File: config.mk
export PLATFORM = sky130hd
export DESIGN_NAME = per_source_duplicate_frame_filter
export DESIGN_NICKNAME = d
export VERILOG_FILES = /design/src/hdl/psdf_pkg.sv /design/src/hdl/psdf_ctrl.sv /design/src/hdl/psdf_dpath.sv /design/src/hdl/per_source_duplicate_frame_filter.sv
export SDC_FILE = /design/constraint.sdc
export NUM_CORES = 2
export LEC_CHECK = 0
export BUFFER_PORTS_ARGS = -buffer_cell sky130_fd_sc_hd__buf_2
export CORE_MARGIN = 1
export CORE_UTILIZATION = 55
export DETAILED_ROUTE_END_ITERATION = 16
export PLACE_DENSITY = 0.68
export SLEW_MARGIN = 0
export SYNTH_ARGS = -nofsm -noshare
export SYNTH_HDL_FRONTEND = slang
export SYNTH_SLANG_ARGS = --single-unit
File: constraint.sdc
create_clock -name clk -period 4.18 [get_ports clk]
set_clock_uncertainty 0.1 [all_clocks]
set_input_delay 0 -clock clk [delete_from_list [all_inputs] [get_ports clk]]
set_output_delay 0 -clock clk [all_outputs]
set_load 0.02 [all_outputs]
File: src/hdl/psdf_pkg.sv
// Shared types and sizing constants for the per-source duplicate frame filter.
// No dependencies; imported by the controller, the datapath and the top level.
package psdf_pkg;

  localparam int SOURCES     = 16;
  localparam int DEPTH       = 8;

  localparam int SRC_W       = 5;
  localparam int SEQ_W       = 12;
  localparam int NODE_W      = (SOURCES > 1) ? $clog2(SOURCES) : 1;
  localparam int PTR_W       = (DEPTH > 1) ? $clog2(DEPTH) : 1;
  localparam int STORE_DEPTH = SOURCES * DEPTH;
  localparam int ADDR_W      = (STORE_DEPTH > 1) ? $clog2(STORE_DEPTH) : 1;

  typedef enum logic [2:0] {
    ST_IDLE,
    ST_CHECK,
    ST_SCAN,
    ST_SCAN_END,
    ST_WRITE,
    ST_DONE
  } psdf_state_t;

  // controller -> datapath
  typedef struct packed {
    logic load;   // capture input beat
    logic scan;   // issue one ring read
    logic write;  // store sequence number, advance pointer
    logic emit;   // load result register
  } psdf_cmd_t;

  // datapath -> controller
  typedef struct packed {
    logic src_ok;
    logic retry;
    logic last_issue;
    logic hit;
    logic out_free;
  } psdf_sts_t;

endpackage

File: src/hdl/psdf_ctrl.sv
// Sequencing state machine for the duplicate frame filter.
// Depends on psdf_pkg; drives commands into psdf_dpath.
module psdf_ctrl (
  input  logic                clk,
  input  logic                rst_n,
  input  logic                in_valid,
  output logic                in_stall,
  input  psdf_pkg::psdf_sts_t sts,
  output psdf_pkg::psdf_cmd_t cmd
);
  import psdf_pkg::*;

  psdf_state_t state_r, state_nxt;

  always_ff @(posedge clk) begin
    if (!rst_n) begin
      state_r <= ST_IDLE;
    end else begin
      state_r <= state_nxt;
    end
  end

  always_comb begin
    state_nxt = state_r;
    unique case (state_r)
      ST_IDLE: begin
        if (in_valid) state_nxt = ST_CHECK;
      end
      ST_CHECK: begin
        priority if (!sts.src_ok) state_nxt = ST_DONE;
        else if (sts.retry)       state_nxt = ST_SCAN;
        else                      state_nxt = ST_WRITE;
      end
      ST_SCAN: begin
        if (sts.last_issue) state_nxt = ST_SCAN_END;
      end
      ST_SCAN_END: begin
        // last slot compares here
        state_nxt = sts.hit ? ST_DONE : ST_WRITE;
      end
      ST_WRITE: begin
        state_nxt = ST_DONE;
      end
      ST_DONE: begin
        if (sts.out_free) state_nxt = ST_IDLE;
      end
      default: state_nxt = ST_IDLE;
    endcase
  end

  always_comb begin
    cmd      = '0;
    in_stall = 1'b1;
    unique case (state_r)
      ST_IDLE: begin
        in_stall = 1'b0;
        cmd.load = in_valid;
      end
      ST_SCAN:  cmd.scan  = 1'b1;
      ST_WRITE: cmd.write = 1'b1;
      ST_DONE:  cmd.emit  = sts.out_free;
      default: ;
    endcase
  end

endmodule

File: src/hdl/psdf_dpath.sv
// Datapath: sequence store memory with per-entry valid bits, ring pointers,
// scan counter, hit flag and result register. Depends on psdf_pkg.
module psdf_dpath (
  input  logic                              clk,
  input  logic                              rst_n,
  input  logic [psdf_pkg::SRC_W-1:0]        in_source_id,
  input  logic [psdf_pkg::SEQ_W-1:0]        in_sequence_number,
  input  logic                              in_retry_flag,
  output logic                              out_valid,
  input  logic                              out_stall,
  output logic                              out_is_duplicate,
  input  psdf_pkg::psdf_cmd_t               cmd,
  output psdf_pkg::psdf_sts_t               sts
);
  import psdf_pkg::*;

  logic [SEQ_W-1:0]  mem [STORE_DEPTH];
  logic [STORE_DEPTH-1:0] ent_vld_r;
  logic [PTR_W-1:0]  ptr_r [SOURCES];

  logic [SEQ_W-1:0]  seq_r;
  logic              retry_r;
  logic              src_ok_r;
  logic [NODE_W-1:0] node_r;
  logic [ADDR_W-1:0] base_r;
  logic [PTR_W-1:0]  k_r;
  logic              cmp_vld_r;
  logic              hit_r;
  logic [SEQ_W-1:0]  rd_data_r;
  logic              rd_vld_r;
  logic              out_valid_r;
  logic              out_dup_r;

  logic              src_ok_nxt;
  logic [NODE_W-1:0] node_nxt;
  logic [ADDR_W-1:0] base_nxt;
  logic [ADDR_W-1:0] rd_addr;
  logic [ADDR_W-1:0] wr_addr;
  logic [PTR_W-1:0]  cur_ptr;
  logic [SEQ_W-1:0]  slot_val;
  logic              match;

  assign src_ok_nxt = (in_source_id != '0) &&
                      ({4'b0, in_source_id} <= 9'(SOURCES));
  assign node_nxt   = NODE_W'(in_source_id - SRC_W'(1));
  assign base_nxt   = ADDR_W'(32'(node_nxt) * DEPTH);

  assign rd_addr  = base_r + ADDR_W'(k_r);
  assign cur_ptr  = ptr_r[node_r];
  assign wr_addr  = base_r + ADDR_W'(cur_ptr);
  // unwritten entries read as zero
  assign slot_val = rd_vld_r ? rd_data_r : '0;
  assign match    = cmp_vld_r && (slot_val == seq_r);

  always_ff @(posedge clk) begin
    if (cmd.load) begin
      seq_r    <= in_sequence_number;
      retry_r  <= in_retry_flag;
      src_ok_r <= src_ok_nxt;
      node_r   <= node_nxt;
      base_r   <= base_nxt;
    end
  end

  // store memory: one write port, one registered read port
  always_ff @(posedge clk) begin
    if (cmd.write) mem[wr_addr] <= seq_r;
    rd_data_r <= mem[rd_addr];
  end

  always_ff @(posedge clk) begin
    if (!rst_n) begin
      ent_vld_r <= '0;
      rd_vld_r  <= 1'b0;
      for (int i = 0; i < SOURCES; i++) ptr_r[i] <= '0;
    end else begin
      rd_vld_r <= ent_vld_r[rd_addr];
      if (cmd.write) begin
        ent_vld_r[wr_addr] <= 1'b1;
        ptr_r[node_r] <= (cur_ptr == PTR_W'(DEPTH - 1)) ? '0 : cur_ptr + PTR_W'(1);
      end
    end
  end

  always_ff @(posedge clk) begin
    if (!rst_n) begin
      k_r         <= '0;
      cmp_vld_r   <= 1'b0;
      hit_r       <= 1'b0;
      out_valid_r <= 1'b0;
    end else begin
      cmp_vld_r <= cmd.scan;
      if (cmd.load) begin
        k_r   <= '0;
        hit_r <= 1'b0;
      end else begin
        if (cmd.scan) k_r <= k_r + PTR_W'(1);
        if (match) hit_r <= 1'b1;
      end
      if (cmd.emit)      out_valid_r <= 1'b1;
      else if (!out_stall) out_valid_r <= 1'b0;
    end
  end

  always_ff @(posedge clk) begin
    if (cmd.emit) out_dup_r <= hit_r;
  end

  assign out_valid        = out_valid_r;
  assign out_is_duplicate = out_dup_r;

  assign sts.src_ok     = src_ok_r;
  assign sts.retry      = retry_r;
  assign sts.last_issue = (k_r == PTR_W'(DEPTH - 1));
  assign sts.hit        = hit_r | match;
  assign sts.out_free   = !out_valid_r || !out_stall;

endmodule

File: src/hdl/per_source_duplicate_frame_filter.sv
// Channel | Ports                                                 | Direction
// in      | in_valid, in_stall, in_source_id, in_sequence_number, | in (stall out)
//         | in_retry_flag                                         |
// out     | out_valid, out_stall, out_is_duplicate                | out (stall in)
//
// One beat at a time. A retried frame with a valid source scans the ring memory,
// one read per cycle, then stores its number on a miss; a hit skips the store.
// Other frames skip the scan; a bad source number skips the store as well.
// One result per beat. A finished result sits in the output register while the
// next beat is taken; a stalled result holds the following one back until taken.
// Reset (rst_n low, synchronous) clears pointers and entry valid bits at once.
// Top level: depends on psdf_pkg, psdf_ctrl and psdf_dpath.
module per_source_duplicate_frame_filter (
  input  logic                       clk,
  input  logic                       rst_n,
  input  logic                       in_valid,
  output logic                       in_stall,
  input  logic [psdf_pkg::SRC_W-1:0] in_source_id,
  input  logic [psdf_pkg::SEQ_W-1:0] in_sequence_number,
  input  logic                       in_retry_flag,
  output logic                       out_valid,
  input  logic                       out_stall,
  output logic                       out_is_duplicate
);
  import psdf_pkg::*;

  psdf_cmd_t cmd;
  psdf_sts_t sts;

  psdf_ctrl u_ctrl (
    .clk      (clk),
    .rst_n    (rst_n),
    .in_valid (in_valid),
    .in_stall (in_stall),
    .sts      (sts),
    .cmd      (cmd)
  );

  psdf_dpath u_dpath (
    .clk                (clk),
    .rst_n              (rst_n),
    .in_source_id       (in_source_id),
    .in_sequence_number (in_sequence_number),
    .in_retry_flag      (in_retry_flag),
    .out_valid          (out_valid),
    .out_stall          (out_stall),
    .out_is_duplicate   (out_is_duplicate),
    .cmd                (cmd),
    .sts                (sts)
  );

endmodule

==> impl_metrics.yaml <==
status:
  status: "completed"
critical_path:
  worstSetupEndpointType: "flop"
  start_kind: "flop"
  critPathRequiredTime_ns: 4.47
  crit_arrival_ns: 4.16
  cpPeakStageDelay_ns: 1.01
  crit_chain: "buf_4 -> mux4_2 -> mux4_2 -> or2_2 -> nor2_1"
  cp_slowest_cell: "nor2_1"
  crit_top_cell: "mux4_2"
  crit_family: "simple AND/OR/NAND/NOR gates"
  worst-path-buf-inv: 1
  critPathKind: "reg -> reg"
  crit_path_max_fanout: 12
routing:
  dr_wl_met3_mm: 13.03
  dr.first_iter.drc_count: 3841
  wl_per_cell_um: 30.24
  drc: 0
  vias: 33220
  highest_layer: "met4"
  first_pass_iters: 6
  ant_nets: 0
  wl_mm: 157.2
  met1_length_mm: 64.58
  routed_via_density: 6.390
  met2WireLength_mm: 75.61
cells_and_area:
  final_common_cell: "edfxtp_1"
  drive_gt1_share_pct: 30.42
  regArea_um2: 51230
  area_growth_pct: 13.91
  multi_input_area_um2: 16170
  nets: 3465
  n_fill_cell: 8126
  postLayoutCoreUtil_pct: 63.33
  most-common-layout-cells: "1603 x edfxtp_1, 518 x mux4_2, 199 x buf_4"
synth:
  ys.flop_type: "edfxtp_1"
  synth-edff-count: 1603
  yosys_warnings: 0
  synthCells: 3169
  synth_nets: 3196
  async_reset_ff_share_pct: 0
  ys_types: 47
  syn_area_per_cell_um2: 21.41
  synth-seq-area-share_pct: 75.49
  ys_ff_latch: 1757
  syn_area_um2: 67850
die:
  io_pins: 25
  dieArea_um2: 124800
  initial_utilization_pct: 55.59
  fp-row-count: 128
  coreArea_um2: 122000
  dieHeight_um: 353.2
  die_w_um: 353.2
min_path:
  min_path_type: "in -> reg"
timing:
  min_period_ns: 3.864
  max_slew_margin_pct: 14.35
  fin_crit_sh_pct: 92.44
  finalSetupTns_ns: 0
  worst_slew_pin_slew_ns: 1.280
  max_freq_mhz: 258.8
  rsz0062_at_grt: "false"
  setup_ws_ns: 0.3161
  drv_slew: 0
  setup_viol: 0
  hold_viol: 0
cts:
  cts_root_buf: "clkbuf_16"
  cts_made_buffers: 169
  path_clk_slew_ns: 0.06
  clock_latency_ns: 0.80
  cts-htree-levels: 4
  cts.path.max_buffers: 3
  numClockSinks: 1757
  cts_tree: "built"
global_route:
  grt_first_pass_wirelength_mm: 230.1
  gr-usage-all-layers_pct: 25.62
  grt_max_degree: 81
  grt_pass1_vias: 34060
  antenna_found_initial: 8
  grt_overflow: 0
power:
  pwr-share-clk_pct: 39.7
  switchingPower_mw: 8.158
  p_int_mw: 28.63
  ir_drop_v: 0.0004040
  comb_power_share_pct: 6.9
  p_leak_nw: 23.78
  p_per_area_nw_per_um2: 476.0
  seqPwrFrac_pct: 53.4
  p_sw_share_pct: 22.18
placed_design:
  port_buffers: 24
  place_hpwl_mm: 97.41
  gp_congestion: 0.8932
  pre_cts_ws_ns: 0.2820
job:
  cap_violations: 0
-- worst reg2reg max path, delay by kind of cell (launching register included) --
| family | cells | cell delay [ns] |
|---|---|---|
| and+or+nand+nor | 2 | 1.49 |
| DFF | 1 | 0.56 |
| muxes | 2 | 1.05 |
| buffers and inverters | 1 | 0.25 |
-- power by group through the flow --
stage / sequential [mW] / clock (mW) / combinational, mW
floorplan: 20.2 / 0 / 1.17
global placement: 20.0 / 0 / 2.39
detailed placement: 20.0 / 0 / 2.47
CTS: 19.6 / 14.8 / 2.50
global route: 19.6 / 15.5 / 2.64
finish: 19.6 / 14.6 / 2.52
-- cell type report --
class                   instances  share of cell area (%)
clock inverters                91                  0.9892
well taps                    1625                   2.631
clock buffers                 215                   5.857
repair buffers                288                   3.249
inverters                      12                 0.05828
multi-input cells            1210                   20.93
diodes                          1                0.003238
flip-flops and latches       1757                   66.29
-- per-layer routing --
layer,GRT usage [%],up-vias
li1,-,13740
met1,37.09,17740
met2,39.93,1500
met3,5.349,245
met4,7.506,0
met5,0,-
-- cell usage after synthesis, types with 8 or more instances --
cell         n  area (µm²)
dfxtp_1    154        3083
a22oi_1     16       120.1
inv_1       10       37.54
nand2_1     95       356.6
a21oi_1     27       135.1
nor2b_1     24       150.1
buf_1       39       146.4
nor2_1     137       514.2
nor3b_1      9       67.56
o21ai_0     26       130.1
a211oi_1    16       120.1
edfxtp_1  1603       48140
mux4_2     518       11670
and3_1       8       50.05
nor3_1      63       315.3
buf_2       40       200.2
mux2i_1     56       560.5
o31ai_1      8       60.06
mux2_2      17       191.4
o21a_1     102       765.7
nand2b_1    12       75.07
nand3_1     24       120.1
clkbuf_1   110       412.9
-- metrics by stage --
step,cell area (µm²),instances,hold WS [ns],total power [mW]
finish,77280,5199,0.09845,36.79
detailed placement,71580,4851,0.07809,22.47
global placement,71580,4851,0.07649,22.39
global route,77280,5198,0.07263,37.76
floorplan,67850,3169,-0.009249,21.35
CTS,77280,5198,0.03450,36.98
-- final timing paths --
check | end | startpoint | depth (start not counted) | slack (ns)
max | u_dpath.mem[49][8] | flop | 5 | 0.32
min | u_dpath.ent_vld_r[9] | rst_n | 3 | 0.1
max reg2reg | u_dpath.mem[49][8] | flop | 5 | 0.32
min reg2reg | u_dpath.ent_vld_r[81] | u_dpath.ent_vld_r[81] | 2 | 0.35
-- repair_timing --
| item | 4_1_cts | 5_1_grt |
|---|---|---|
| gates resized for setup | 0 | 0 |
| setup buffers | 0 | 0 |
| hold buffers | 41 | 0 |
| endpoints found under the hold margin | 206 | 0 |
-- cells by family after synthesis --
| logic type | count (synthesis) | synth area share, % |
|---|---|---|
| AO/OA/AOI/OAI | 216 | 2.206 |
| XOR/XNOR | 7 | 0.09037 |
| adder cells (fa/ha/maj) | 5 | 0.09221 |
| buffers and inverters | 202 | 1.202 |
| flip-flops | 1757 | 75.49 |
| multiplexers | 591 | 18.30 |
| AND/OR/NAND/NOR | 391 | 2.613 |
-- state kept, by name, indices dropped and copies added (netlist names), 3 cells and up, named ones only --
name	count
u_dpath.mem	1536
u_ctrl.state_r	3
u_dpath.node_r	4
u_dpath.k_r	3
u_dpath.ptr_r	48
u_dpath.ent_vld_r	128
u_dpath.rd_data_r	12
u_dpath.seq_r	12
(Power assumes the default switching activity.)
